### config.mk
export PLATFORM = sky130hd
export DESIGN_NAME = arp_responder_with_cache
export DESIGN_NICKNAME = d
export VERILOG_FILES = /design/src/rtl/arpc_pkg.sv /design/src/rtl/arp_responder_with_cache.sv
export SDC_FILE = /design/constraint.sdc
export NUM_CORES = 1
export LEC_CHECK = 0
export BUFFER_PORTS_ARGS = -buffer_cell sky130_fd_sc_hd__clkbuf_2
export CORE_ASPECT_RATIO = 1.5
export CORE_MARGIN = 8
export CORE_UTILIZATION = 54
export CTS_BUF_LIST = sky130_fd_sc_hd__clkbuf_8
export DETAILED_ROUTE_END_ITERATION = 7
export PLACE_DENSITY = 0.78
export SYNTH_ARGS = -nofsm -noshare
export SYNTH_HDL_FRONTEND = slang
export SYNTH_SLANG_ARGS = --single-unit
### constraint.sdc
create_clock -name clock -period 5.21 [get_ports clock]
set_input_delay 0 -clock clock [delete_from_list [all_inputs] [get_ports clock]]
set_output_delay 0 -clock clock [all_outputs]
set_load 0.005 [all_outputs]
### src/rtl/arpc_pkg.sv
// Package for the ARP responder: packet and result types, codes and header constants.
`default_nettype none

package arpc_pkg;

   // Header fields of one received ARP packet.
   typedef struct packed {
      logic [15:0] hw_type;
      logic [15:0] proto_type;
      logic [7:0]  hw_len;
      logic [7:0]  proto_len;
      logic [15:0] arp_op;
      logic [31:0] sender_ip;
      logic [47:0] sender_mac;
      logic [31:0] target_ip;
   } arpc_req_type;

   // Outcome of one packet plus the reply header fields.
   typedef struct packed {
      logic [1:0]  status;
      logic        cache_hit;
      logic        cache_inserted;
      logic [15:0] reply_op;
      logic [31:0] reply_sender_ip;
      logic [47:0] reply_sender_mac;
      logic [31:0] reply_target_ip;
      logic [47:0] reply_target_mac;
   } arpc_rsp_type;

   // One cache entry as kept in the cache memory.
   typedef struct packed {
      logic [31:0] ip;
      logic [47:0] mac;
   } arpc_entry_type;

   // Register indexes on the CSR channel.
   localparam int unsigned CSR_IDX_W = 1;
   localparam logic [CSR_IDX_W-1:0] CSR_OWN_IP  = 1'b0;
   localparam logic [CSR_IDX_W-1:0] CSR_OWN_MAC = 1'b1;
   localparam int unsigned CSR_DATA_W = 48;

   // Result status codes.
   localparam logic [1:0] STATUS_MALFORMED  = 2'd0;
   localparam logic [1:0] STATUS_NOT_FOR_US = 2'd1;
   localparam logic [1:0] STATUS_ACCEPTED   = 2'd2;
   localparam logic [1:0] STATUS_REPLIED    = 2'd3;

   // Header values that a well-formed Ethernet/IPv4 ARP packet carries.
   localparam logic [15:0] HW_TYPE_ETHERNET = 16'h0001;
   localparam logic [15:0] PROTO_TYPE_IPV4  = 16'h0800;
   localparam logic [7:0]  HW_LEN_ETHERNET  = 8'd6;
   localparam logic [7:0]  PROTO_LEN_IPV4   = 8'd4;

   // ARP operation codes.
   localparam logic [15:0] ARP_OP_REQUEST = 16'd1;
   localparam logic [15:0] ARP_OP_REPLY   = 16'd2;

endpackage

`default_nettype wire

### src/rtl/arp_responder_with_cache.sv
// ARP responder with an ARP cache kept in a synchronous memory.
//
//  channel  | ports                              | transfer when
//  ---------+------------------------------------+----------------------------
//  request  | start, busy, req_data              | start high and busy low
//  result   | rsp_valid, rsp_data                | every cycle rsp_valid is high
//  csr      | csr_valid, csr_ready, csr_index,   | csr_valid and csr_ready high
//           | csr_wdata                          |
//
// A malformed packet gives its result in the cycle after the transfer.
// A well-formed packet scans the cache memory one entry per cycle through the
// registered read port, stops at the first match, then passes through the
// cache update state, where the result is registered; the linear scan of the
// cache memory sets when the result shows.
// Reset (synchronous) clears all valid bits, the replace pointer and the own
// address registers at once; no clearing pass. The receiver cannot stall:
// each result is a one-cycle strobe. csr_ready is always high.
`default_nettype none

module arp_responder_with_cache
   import arpc_pkg::*;
#(
   parameter int unsigned CACHE_DEPTH = 16
) (
   input  wire logic                   clock,
   input  wire logic                   reset,
   // request
   input  wire logic                   start,
   output logic                        busy,
   input  wire arpc_req_type           req_data,
   // result
   output logic                        rsp_valid,
   output arpc_rsp_type                rsp_data,
   // configuration
   input  wire logic                   csr_valid,
   output logic                        csr_ready,
   input  wire logic [CSR_IDX_W-1:0]   csr_index,
   input  wire logic [CSR_DATA_W-1:0]  csr_wdata
);

   localparam int unsigned IDX_W = (CACHE_DEPTH > 1) ? $clog2(CACHE_DEPTH) : 1;
   localparam int unsigned CNT_W = IDX_W + 1;
   localparam logic [CNT_W-1:0] DEPTH_CNT = CNT_W'(CACHE_DEPTH);
   localparam logic [IDX_W-1:0] LAST_IDX  = IDX_W'(CACHE_DEPTH - 1);

   typedef enum logic [2:0] {
      ST_IDLE   = 3'b001,
      ST_SCAN   = 3'b010,
      ST_UPDATE = 3'b100
   } state_type;

   // control state
   state_type              state_ff, state_in;
   logic [CACHE_DEPTH-1:0] valid_ff, valid_in;
   logic [IDX_W-1:0]       ptr_ff, ptr_in;
   logic [CNT_W-1:0]       cnt_ff, cnt_in;
   logic                   rd_pend_ff, rd_pend_in;
   logic [IDX_W-1:0]       rd_idx_ff, rd_idx_in;
   logic                   hit_ff, hit_in;
   logic [IDX_W-1:0]       hit_idx_ff, hit_idx_in;
   logic                   free_found_ff, free_found_in;
   logic [IDX_W-1:0]       free_idx_ff, free_idx_in;
   logic                   rsp_valid_ff, rsp_valid_in;
   logic [31:0]            own_ip_ff, own_ip_in;
   logic [47:0]            own_mac_ff, own_mac_in;

   // payload
   arpc_req_type           req_ff, req_in;
   arpc_rsp_type           rsp_data_ff, rsp_data_in;

   // cache memory and its ports
   arpc_entry_type         cache_mem [CACHE_DEPTH];
   arpc_entry_type         rd_entry_ff;
   logic                   rd_en;
   logic                   mem_we;
   logic [IDX_W-1:0]       mem_waddr;
   arpc_entry_type         mem_wdata;

   logic                   accept;
   logic                   header_ok;
   logic                   for_us;
   logic                   is_request;
   logic                   do_insert;

   assign busy      = (state_ff != ST_IDLE);
   assign accept    = start && !busy;
   assign csr_ready = 1'b1;
   assign rsp_valid = rsp_valid_ff;
   assign rsp_data  = rsp_data_ff;

   assign header_ok = (req_data.hw_type == HW_TYPE_ETHERNET) &&
                      (req_data.proto_type == PROTO_TYPE_IPV4) &&
                      (req_data.hw_len == HW_LEN_ETHERNET) &&
                      (req_data.proto_len == PROTO_LEN_IPV4);

   assign for_us     = (req_ff.target_ip == own_ip_ff);
   assign is_request = (req_ff.arp_op == ARP_OP_REQUEST);
   assign do_insert  = for_us && !hit_ff;

   // configuration writes
   always_comb begin
      own_ip_in  = own_ip_ff;
      own_mac_in = own_mac_ff;
      if (csr_valid && csr_ready) begin
         case (csr_index)
            CSR_OWN_IP:  own_ip_in  = csr_wdata[31:0];
            CSR_OWN_MAC: own_mac_in = csr_wdata;
            default: ;
         endcase
      end
   end

   // main sequencer: accept, scan, update
   always_comb begin
      state_in      = state_ff;
      valid_in      = valid_ff;
      ptr_in        = ptr_ff;
      cnt_in        = cnt_ff;
      rd_pend_in    = 1'b0;
      rd_idx_in     = cnt_ff[IDX_W-1:0];
      hit_in        = hit_ff;
      hit_idx_in    = hit_idx_ff;
      free_found_in = free_found_ff;
      free_idx_in   = free_idx_ff;
      rsp_valid_in  = 1'b0;
      rsp_data_in   = rsp_data_ff;
      req_in        = req_ff;
      rd_en         = 1'b0;
      mem_we        = 1'b0;
      mem_waddr     = hit_idx_ff;
      mem_wdata     = {req_ff.sender_ip, req_ff.sender_mac};

      case (state_ff)
         ST_IDLE: begin
            if (accept) begin
               req_in = req_data;
               if (header_ok) begin
                  state_in      = ST_SCAN;
                  cnt_in        = '0;
                  hit_in        = 1'b0;
                  free_found_in = 1'b0;
               end else begin
                  // malformed: answer at once, cache untouched
                  rsp_valid_in       = 1'b1;
                  rsp_data_in        = '0;
                  rsp_data_in.status = STATUS_MALFORMED;
               end
            end
         end

         ST_SCAN: begin
            // issue one read per cycle
            if (cnt_ff != DEPTH_CNT) begin
               rd_en      = 1'b1;
               rd_pend_in = 1'b1;
               cnt_in     = cnt_ff + 1'b1;
            end
            // compare the entry read last cycle
            if (rd_pend_ff) begin
               if (valid_ff[rd_idx_ff] && (rd_entry_ff.ip == req_ff.sender_ip)) begin
                  hit_in     = 1'b1;
                  hit_idx_in = rd_idx_ff;
                  state_in   = ST_UPDATE;
               end else begin
                  if (!valid_ff[rd_idx_ff] && !free_found_ff) begin
                     free_found_in = 1'b1;
                     free_idx_in   = rd_idx_ff;
                  end
                  if (rd_idx_ff == LAST_IDX) begin
                     state_in = ST_UPDATE;
                  end
               end
            end
         end

         ST_UPDATE: begin
            state_in = ST_IDLE;
            // refresh on hit, else insert when addressed to us
            if (hit_ff) begin
               mem_we    = 1'b1;
               mem_waddr = hit_idx_ff;
            end else if (for_us) begin
               mem_we = 1'b1;
               if (free_found_ff) begin
                  mem_waddr = free_idx_ff;
               end else begin
                  mem_waddr = ptr_ff;
                  ptr_in    = (ptr_ff == LAST_IDX) ? '0 : ptr_ff + 1'b1;
               end
               valid_in[mem_waddr] = 1'b1;
            end

            rsp_valid_in               = 1'b1;
            rsp_data_in                = '0;
            rsp_data_in.cache_hit      = hit_ff;
            rsp_data_in.cache_inserted = do_insert;
            if (!for_us) begin
               rsp_data_in.status = STATUS_NOT_FOR_US;
            end else if (is_request) begin
               rsp_data_in.status           = STATUS_REPLIED;
               rsp_data_in.reply_op         = ARP_OP_REPLY;
               rsp_data_in.reply_sender_ip  = own_ip_ff;
               rsp_data_in.reply_sender_mac = own_mac_ff;
               rsp_data_in.reply_target_ip  = req_ff.sender_ip;
               rsp_data_in.reply_target_mac = req_ff.sender_mac;
            end else begin
               rsp_data_in.status = STATUS_ACCEPTED;
            end
         end

         default: begin
            state_in = ST_IDLE;
         end
      endcase
   end

   // control registers
   always_ff @(posedge clock) begin
      if (reset) begin
         state_ff      <= ST_IDLE;
         valid_ff      <= '0;
         ptr_ff        <= '0;
         cnt_ff        <= '0;
         rd_pend_ff    <= 1'b0;
         hit_ff        <= 1'b0;
         free_found_ff <= 1'b0;
         rsp_valid_ff  <= 1'b0;
         own_ip_ff     <= '0;
         own_mac_ff    <= '0;
      end else begin
         state_ff      <= state_in;
         valid_ff      <= valid_in;
         ptr_ff        <= ptr_in;
         cnt_ff        <= cnt_in;
         rd_pend_ff    <= rd_pend_in;
         hit_ff        <= hit_in;
         free_found_ff <= free_found_in;
         rsp_valid_ff  <= rsp_valid_in;
         own_ip_ff     <= own_ip_in;
         own_mac_ff    <= own_mac_in;
      end
   end

   // payload registers
   always_ff @(posedge clock) begin
      req_ff      <= req_in;
      rsp_data_ff <= rsp_data_in;
      rd_idx_ff   <= rd_idx_in;
      hit_idx_ff  <= hit_idx_in;
      free_idx_ff <= free_idx_in;
   end

   // cache memory: one write port, one registered read port
   always_ff @(posedge clock) begin
      if (mem_we) begin
         cache_mem[mem_waddr] <= mem_wdata;
      end
   end

   always_ff @(posedge clock) begin
      if (rd_en) begin
         rd_entry_ff <= cache_mem[cnt_ff[IDX_W-1:0]];
      end
   end

endmodule

`default_nettype wire

==> Flow_metrics.wiki, run 1 <==
{| class="wikitable"
! Metric !! Value
|-
| Result of the run || complete, no violations
|-
| Critical path data required time || 5.62 ns
|-
| Area share of the largest cell type after synthesis || 70.9%
|-
| CTS buffer count || 137
|-
| Vias in the first global route || 22561
|-
| Clock share of power || 39.3%
|-
| Instance count of the mapped netlist || 1911
|-
| Routed Wire Length || 94.9 mm
|-
| Peak per-stage delay on the critical path || 0.82 ns
|-
| Number of H-tree branching levels || 4
|-
| Max-capacitance violation count || 0
|-
| Clock root buffer || sky130_fd_sc_hd__clkbuf_8
|-
| Die height || 331 um
|-
| Area used by sequential logic in the layout || roughly 0.028 mm2
|-
| Routed length per placed instance || 25.5 um
|-
| Number of remaining DRC errors || 0
|-
| Clock net sink count || 961
|-
| WP buf/inv || 1
|-
| Finish-stage setup viols || 0
|-
| Cell variety after synth || 50
|-
| TritonCTS clock tree || built
|-
| Overflow left after global routing || 0
|-
| M1 WL || 33.7 mm
|-
| Internal power consumption || 11800 uW
|-
| Setup Total Neg Slack || 0 ns
|-
| Worst IR Drop VDD || 0.000219 V
|-
| Core ar. || approximately 0.066 mm2
|-
| Global-route wire length before repair || roughly 140 mm
|-
| FILL cells || 3911
|-
| 1st-pass router iterations || 6
|-
| Most frequently used flop master after synthesis || sky130_fd_sc_hd__edfxtp_1
|-
| Commonest cells post-synth || 845 x sky130_fd_sc_hd__edfxtp_1, 178 x sky130_fd_sc_hd__nand2_1, 165 x sky130_fd_sc_hd__mux4_2
|-
| Count of input and output buffers || slightly below 400
|-
| Post-layout instance count excluding filler cells || 3716
|-
| Average cell area after synthesis || 18.7 um2
|-
| Sw Share || between 20% and 30%
|-
| Setup repair after global routing missed its margin || false
|-
| Pwr per Cell Area || ~340 mW/mm2
|-
| Arrival time of data at the critical path endpoint || between 4 and 5 ns
|-
| Horizontal die dimension || 226 um
|-
| Die footprint || 0.0749 mm2
|-
| Clock period minus worst slack || 4.06 ns
|-
| DR vias/cell || 5.71
|-
| Final worst clock skew || 0.0370 ns
|-
| Post-placement cell count || roughly 3100
|-
| Library cell contributing the largest single delay on the critical path || sky130_fd_sc_hd__o22ai_4
|-
| Element type at the critical path start || flip-flop
|-
| Hold Path Class || in -> reg
|-
| Area growth from synthesis to layout || 26.0%
|-
| Leak pwr || 0.0160 uW
|-
| Area of the mapped netlist || approximately 0.036 mm2
|-
| DR top layer || met5
|-
| Transition time at the pin with the least slew margin || 1.13 ns
|-
| Register area share after synthesis || between 70% and 80%
|-
| Nets@finish || 2954
|-
| Clock transition at the registers of the reported paths || 0.07 ns
|-
| Kind of end point of the critical path || flip-flop
|-
| Post-route antenna net violation count || 0
|-
| Share of the clock period used by the worst path after layout || approximately 80%
|-
| Worst slew slack as a fraction of its limit || between 20% and 30%
|-
| CP cell instances || xor2_1 > nor4_1 > nand4_1 > nor4_2 > nand2_1 > o22ai_4 > buf_4
|-
| Count of pins on the block boundary || 412
|-
| Switching power || 3280 uW
|-
| Number of enable flip-flop cells after synthesis || 845
|-
| Relative contribution of sequential cells to total power || a little under three fifths
|-
| Cell type with the highest aggregate area in the netlist || sky130_fd_sc_hd__edfxtp_1
|-
| Met3 wire length || roughly 8.5 mm
|-
| Final hold violation count || 0
|-
| Worst-path maximum fanout || 18
|-
| Vias || 21230
|-
| Number of DRC violations after detailed-routing iteration 0 || 2536
|-
| Clk_lat worst skew || about 0.75 ns
|-
| Number of rows created at floorplan || 115
|-
| Detail Placement HPWL || 55.6 mm
|-
| Routed met2 length || a little under 50 mm
|-
| Warnings, synthesis || 0
|-
| Largest cells by area after synthesis || sky130_fd_sc_hd__edfxtp_1 71%, sky130_fd_sc_hd__mux4_2 10%, sky130_fd_sc_hd__dfxtp_1 6.5%
|-
| Buffer depth of the longest clock path || 3
|-
| Number of antenna violations at the first check in global routing || 5
|-
| Total global-route track usage || between 20 and 30%
|-
| Layout cell share with drive strength beyond 1 || 29.1%
|-
| Buffers inserted during post-CTS setup optimization || 0
|-
| Maximum number of pins on one net before global-route repair || 148
|-
| Final count of pins violating max slew || 0
|-
| Critical path's top delay family || simple AND/OR/NAND/NOR gates
|-
| Cell with the most instances after synthesis || sky130_fd_sc_hd__edfxtp_1
|-
| Critical path class || reg -> reg
|-
| Portion of total power attributed to combinational logic || 3.7%
|-
| Post-CTS sizing || 0
|-
| Starting utilization of the core area || 54.5%
|-
| Number of storage elements in the synthesis netlist || between 900 and 1000
|-
| Post-synthesis async set-or-reset flop share || 0%
|-
| Total area of multi-input combinational cells || 0.00785 mm2
|-
| Fmax || roughly 250 MHz
|-
| Global placer's final weighted congestion || between 0.8 and 0.9
|}
==> routing by layer <==
layer  GRT usage, %  up-vias
li1               -     9041
met2           42.9     1264
met4           12.1        2
met1           29.7    10666
met3           5.79      257
met5              0        -
==> worst paths after layout <==
kind	slack (ns)	start	depth (start not counted)	end
hold reg to reg	0.43	cnt_ff[0]$_SDFFE_PP0P_	0	rd_idx_ff[0]$_DFF_P_
setup reg to reg	1.15	req_ff[27]$_DFFE_PP_	7	cache_mem[12][55]$_DFFE_PP_
setup / recovery	1.15	req_ff[27]$_DFFE_PP_	7	cache_mem[12][55]$_DFFE_PP_
hold / removal	0.06	req_data[24]	2	req_ff[24]$_DFFE_PP_
==> cells in the final DEF, fill, tap and decap left out, drive strengths merged, types with 3 or more instances in the layout <==
cell and count:
a21oi 92, a31oi 15, and2 164, buf 41, bufinv 8, clkbuf 542
clkinv 48, clkinvlp 4, conb 16, dfxtp 116, diode 7, dlygate4sd3 327
edfxtp 845, ha 3, inv 50, mux2i 5, mux4 165, nand2 179
nand2b 10, nand3 7, nand4 16, nor2 29, nor3 5, nor3b 3
nor4 24, nor4b 4, o21a 3, o21ai 3, o22ai 13, o32ai 3
or2 5, xnor2 32, xor2 32
==> cells by family after synthesis <==
kind of cell	after synthesis	share of synthesized area, %
adders and majority gates	3	0.105
buffers and inverters	113	1.42
DFF	961	77.4
muxes	171	10.6
xor gates and xnor gates	64	1.57
and+or+nand+nor	451	6.51
other	2	0.0210
AOI/OAI and AO/OA	146	2.39
==> what timing repair did <==
action                                 in CTS  in global routing
setup endpoints to repair                   0                  0
hold buffers                              327                  0
endpoints found under the hold margin     236                  0
==> state kept, by name, indices dropped and copies added (netlist names) <==
signal         flops
cache_mem        512
cnt_ff             5
free_found_ff      1
free_idx_ff        4
hit_ff             1
hit_idx_ff         4
mem_wdata         80
own_ip_ff         32
own_mac_ff        48
ptr_ff             4
rd_entry_ff       32
rd_idx_ff          4
rd_pend_ff         1
req_ff            48
rsp_data         165
rsp_valid          1
state_ff           3
valid_ff          16
==> layout make-up <==
cell class,count,area share (%)
Multi-Input combinational cell,851,17.4
Clock inverter,101,1.52
Antenna cell,7,0.0389
Timing Repair Buffer,762,12.5
Sequential cell,961,61.5
Clock buffer,148,4.52
Tap cell,877,2.44
Inverter,9,0.0750
==> power by group through the flow <==
stage	combinational, uW	sequential (uW)	clock, uW
after detailed placement	346	8750	0
after CTS	542	8590	6000
final	565	8600	5940
after global routing	598	8600	6350
after global placement	340	8740	0
after floorplan	132	8730	0
==> metrics by stage <==
| stage | instance area (um2) | utilization, % | power (uW) | hold WS (ns) | worst slack, ns |
|---|---|---|---|---|---|
| floorplan | 35800 | - | 8860 | 0.0989 | 0.116 |
| global route | 45000 | 68.7 | 15600 | 0.0241 | 1.03 |
| detailed placement | 39000 | 59.5 | 9100 | 0.179 | 1.24 |
| CTS | 45000 | 68.6 | 15100 | 0.00333 | 1.21 |
| global placement | 39000 | 59.5 | 9080 | 0.176 | 1.27 |
| finish | 45100 | 68.7 | 15100 | 0.0603 | 1.15 |
(Power assumes the default switching activity.)
==> run 2: changes to the inputs <==
--- a/config.mk
+++ b/config.mk
@@ -8,10 +8,10 @@
 export BUFFER_PORTS_ARGS = -buffer_cell sky130_fd_sc_hd__clkbuf_2
 export CORE_ASPECT_RATIO = 1.5
 export CORE_MARGIN = 8
-export CORE_UTILIZATION = 54
+export CORE_UTILIZATION = 60
 export CTS_BUF_LIST = sky130_fd_sc_hd__clkbuf_8
 export DETAILED_ROUTE_END_ITERATION = 7
-export PLACE_DENSITY = 0.78
+export PLACE_DENSITY = 0.82
 export SYNTH_ARGS = -nofsm -noshare
 export SYNTH_HDL_FRONTEND = slang
 export SYNTH_SLANG_ARGS = --single-unit
==> constraint.sdc (replaced) <==
create_clock -name clock -period 3.8 [get_ports clock]
set_input_delay 0 -clock clock [delete_from_list [all_inputs] [get_ports clock]]
set_output_delay 0 -clock clock [all_outputs]
set_load 0.005 [all_outputs]
==> Flow_metrics.wiki, run 2 (same netlist as run 1, synthesis figures left out) <==
{| class="wikitable"
! Metric !! Value
|-
| Pre-CTS WS || 0.405 ns (was 1.24 ns)
|-
| Largest register FFs || 512 (unchanged)
|-
| Element type at the critical path start || flip-flop (unchanged)
|-
| Finish-stage setup viols || 0 (unchanged)
|-
| Total global-route track usage || 30.7% (was 25.1%)
|-
| Routed Wire Length || 105 mm (was 94.9 mm)
|-
| Clock period minus worst slack || 3.64 ns (was 4.06 ns)
|-
| Clock transition at the registers of the reported paths || 0.07 ns (about the same)
|-
| Nets@finish || 2975 (was 2954)
|-
| DR vias/cell || 6.18 (was 5.71)
|-
| Count of pins on the block boundary || 412 (unchanged)
|-
| Starting utilization of the core area || 60.7% (was 54.5%)
|-
| Detail Placement HPWL || 63.0 mm (was 55.6 mm)
|-
| Global placer's final weighted congestion || 0.891 (was 0.872)
|-
| Worst flop-to-flop path endpoint || cache_mem[3][70]$_DFFE_PP_ (was cache_mem[12][55]$_DFFE_PP_)
|-
| Die footprint || 0.0678 mm2 (was 0.0749 mm2)
|-
| Worst Hold End || mem_wdata[43]$_DFFE_PP_ (was req_ff[24]$_DFFE_PP_)
|-
| Met2 GRT Util || 51.4% (was 42.9%)
|-
| Maximum number of pins on one net before global-route repair || 101 (was 148)
|-
| Clock share of power || 37.8% (was 39.3%)
|-
| Overflow left after global routing || 0 (unchanged)
|-
| Peak per-stage delay on the critical path || 0.74 ns (was 0.82 ns)
|-
| Hold path startpoint || req_data[75] (was req_data[24])
|-
| Clock root buffer || sky130_fd_sc_hd__clkbuf_8 (unchanged)
|-
| R2r setup slk || 0.16 ns (was 1.15 ns)
|-
| Worst-path maximum fanout || 21 (was 18)
|-
| Number of H-tree branching levels || 4 (unchanged)
|-
| Setup repair after global routing missed its margin || false (unchanged)
|-
| CTS buffer count || 135 (was 137)
|-
| Vias in the first global route || 23341 (was 22561)
|-
| Portion of total power attributed to combinational logic || 4.2% (was 3.7%)
|-
| Number of remaining DRC errors || 0 (unchanged)
|-
| CP cell instances || xor2_1 > nor4_1 > nand4_1 > nor4_2 > buf_4 > nand2_1 > a21oi_4 > buf_4 (was xor2_1 > nor4_1 > nand4_1 > nor4_2 > nand2_1 > o22ai_4 > buf_4)
|-
| Kind of end point of the critical path || flip-flop (unchanged)
|-
| Busiest grt layer || met2 (unchanged)
|-
| Sw Share || 22.2% (was 21.7%)
|-
| Transition time at the pin with the least slew margin || 1.01 ns (was 1.13 ns)
|-
| Area growth from synthesis to layout || 25.4% (was 26.0%)
|-
| Post-placement cell count || 3082 (was 3133)
|-
| Buffer depth of the longest clock path || 3 (unchanged)
|-
| Worst IR Drop VDD || 0.000282 V (was 0.000219 V)
|-
| Reg with most FFs || cache_mem (unchanged)
|-
| Horizontal die dimension || 215 um (was 226 um)
|-
| Pwr per Cell Area || 452 mW/mm2 (was 335 mW/mm2)
|-
| Post-layout instance count excluding filler cells || 3632 (was 3716)
|-
| Number of rows created at floorplan || 109 (was 115)
|-
| Vias || 22449 (was 21230)
|-
| Library cell contributing the largest single delay on the critical path || sky130_fd_sc_hd__nor4_1 (was sky130_fd_sc_hd__o22ai_4)
|-
| Final hold violation count || 0 (unchanged)
|-
| Final count of pins violating max slew || 0 (unchanged)
|-
| Clock net sink count || 961 (unchanged)
|-
| Result of the run || complete, no violations (unchanged)
|-
| Clk_lat worst skew || 0.78 ns (was 0.75 ns)
|-
| Global routing met3 resource utilization || 6.62% (was 5.79%)
|-
| Top library cells by usage in the layout, fill and taps aside || 845 x sky130_fd_sc_hd__edfxtp_1, 394 x sky130_fd_sc_hd__clkbuf_2, 301 x sky130_fd_sc_hd__dlygate4sd3_1, 178 x sky130_fd_sc_hd__nand2_1, 165 x sky130_fd_sc_hd__mux4_2 (was 845 x sky130_fd_sc_hd__edfxtp_1, 394 x sky130_fd_sc_hd__clkbuf_2, 327 x sky130_fd_sc_hd__dlygate4sd3_1, 178 x sky130_fd_sc_hd__nand2_1, 165 x sky130_fd_sc_hd__mux4_2)
|-
| Hold depth || 2 (unchanged)
|-
| TritonCTS clock tree || built (unchanged)
|-
| Critical Path Start || req_ff[16]$_DFFE_PP_ (was req_ff[27]$_DFFE_PP_)
|-
| Switching power || 4500 uW (was 3280 uW)
|-
| Most common library cell in the layout ignoring fill and taps || sky130_fd_sc_hd__edfxtp_1 (unchanged)
|-
| Met1 Usage GRT || 37.1% (was 29.7%)
|-
| Core ar. || 0.0589 mm2 (was 0.0656 mm2)
|-
| Max-capacitance violation count || 0 (unchanged)
|-
| Number of DRC violations after detailed-routing iteration 0 || 3185 (was 2536)
|-
| Worst slew slack as a fraction of its limit || 32.5% (was 24.9%)
|-
| Hold Path Class || in -> reg (unchanged)
|-
| Leak pwr || 0.0161 uW (was 0.0160 uW)
|-
| Critical path class || reg -> reg (unchanged)
|-
| Most frequent cell on the critical path || sky130_fd_sc_hd__buf_4
|-
| Register-to-Register Path Depth || 8 (was 7)
|-
| Relative contribution of sequential cells to total power || 58.0% (was 56.9%)
|-
| Setup Total Neg Slack || 0 ns (unchanged)
|-
| Arrival time of data at the critical path endpoint || 4.03 ns (was 4.47 ns)
|-
| Critical path data required time || 4.19 ns (was 5.62 ns)
|-
| 1st-pass router iterations || 6 (unchanged)
|-
| Global-route wire length before repair || 154 mm (was 141 mm)
|-
| Number of antenna violations at the first check in global routing || 4 (was 5)
|-
| Worst reg2reg path startpoint || req_ff[16]$_DFFE_PP_ (was req_ff[27]$_DFFE_PP_)
|-
| Share of the clock period used by the worst path after layout || 95.7% (was 78.0%)
|-
| Final worst clock skew || 0.0628 ns (was 0.0370 ns)
|-
| Die height || 315 um (was 331 um)
|-
| Internal power consumption || 15800 uW (was 11800 uW)
|-
| Post-route antenna net violation count || 0 (unchanged)
|-
| Fmax || 275 MHz (was 246 MHz)
|-
| Final design utilization || 76.1% (was 68.7%)
|-
| Layout cell share with drive strength beyond 1 || 30.0% (was 29.1%)
|-
| Count of input and output buffers || 395 (unchanged)
|-
| Setup WS post-layout || 0.162 ns (was 1.15 ns)
|-
| Routed length per placed instance || 28.9 um (was 25.5 um)
|}
run 2: changes by cell type in the layout (fill, tap and decap cells not counted), moves of 2 or more:
cell and change:
sky130_fd_sc_hd__buf_12 +3, sky130_fd_sc_hd__buf_4 +46, sky130_fd_sc_hd__bufinv_16 -5, sky130_fd_sc_hd__clkbuf_8 -2
sky130_fd_sc_hd__clkinv_1 -9, sky130_fd_sc_hd__clkinv_2 -8, sky130_fd_sc_hd__dlygate4sd3_1 -26, sky130_fd_sc_hd__inv_1 +21
sky130_fd_sc_hd__inv_8 -2
run 2: worst max path at each step:
stage / to / cells past startpoint
global placement: cache_mem[3][72]$_DFFE_PP_ / 8
CTS: cache_mem[3][70]$_DFFE_PP_ / 8
floorplan: cache_mem[0][48]$_DFFE_PP_ / 7
finish: cache_mem[3][70]$_DFFE_PP_ / 8
global route: cache_mem[3][70]$_DFFE_PP_ / 8
detailed placement: cache_mem[3][65]$_DFFE_PP_ / 8
run 2: per-stage QoR:
step / power [uW] / hold slack, ns / area (um2)
2_1_floorplan: 12100 / 0.0989 / 35800
3_3_place_gp: 12500 / 0.178 / 39300
3_5_place_dp: 12500 / 0.179 / 39300
4_1_cts: 20100 / 0.000435 / 44800
5_1_grt: 20800 / 0.0122 / 44900
6_report: 20300 / 0.0354 / 44900
run 2: timing repair:
item                                   CTS  global route
hold buffers                           301             0
setup buffers                            0             0
endpoints found under the hold margin  268             0
resized for setup                        0             0
run 2: cell type report:
cell class | count | area [um2]
Sequential cell | 961 | 27700
Fill cell | 2946 | 14100
Multi-Input combinational cell | 851 | 7850
Timing Repair Buffer | 785 | 5770
Clock buffer | 146 | 2010
Tap cell | 777 | 972
Clock inverter | 97 | 500
Inverter | 9 | 33.8
Antenna cell | 6 | 15.0
run 2: layer usage:
metal	wire [um]	share of wire [%]	up-vias
li1	-	-	9074
met1	35100	33	11166
met2	52600	50	1846
met3	11100	11	363
met4	6130	5.8	0
met5	0	0	-
run 2: critical path: cells and delay by family (launching register included):
kind | cells | cell delay [ns]
buffers and inverters | 2 | 0.65
AOI/OAI and AO/OA | 1 | 0.25
DFF | 1 | 0.40
and+or+nand+nor | 4 | 1.77
xor gates and xnor gates | 1 | 0.19
run 2: power by group through the flow:
stage / sequential, uW / combinational, uW / clock (uW)
after floorplan: 12000 / 181 / 0
after global placement: 12000 / 536 / 0
after detailed placement: 12000 / 555 / 0
after CTS: 11700 / 806 / 7600
after global routing: 11800 / 894 / 8130
final: 11800 / 861 / 7660
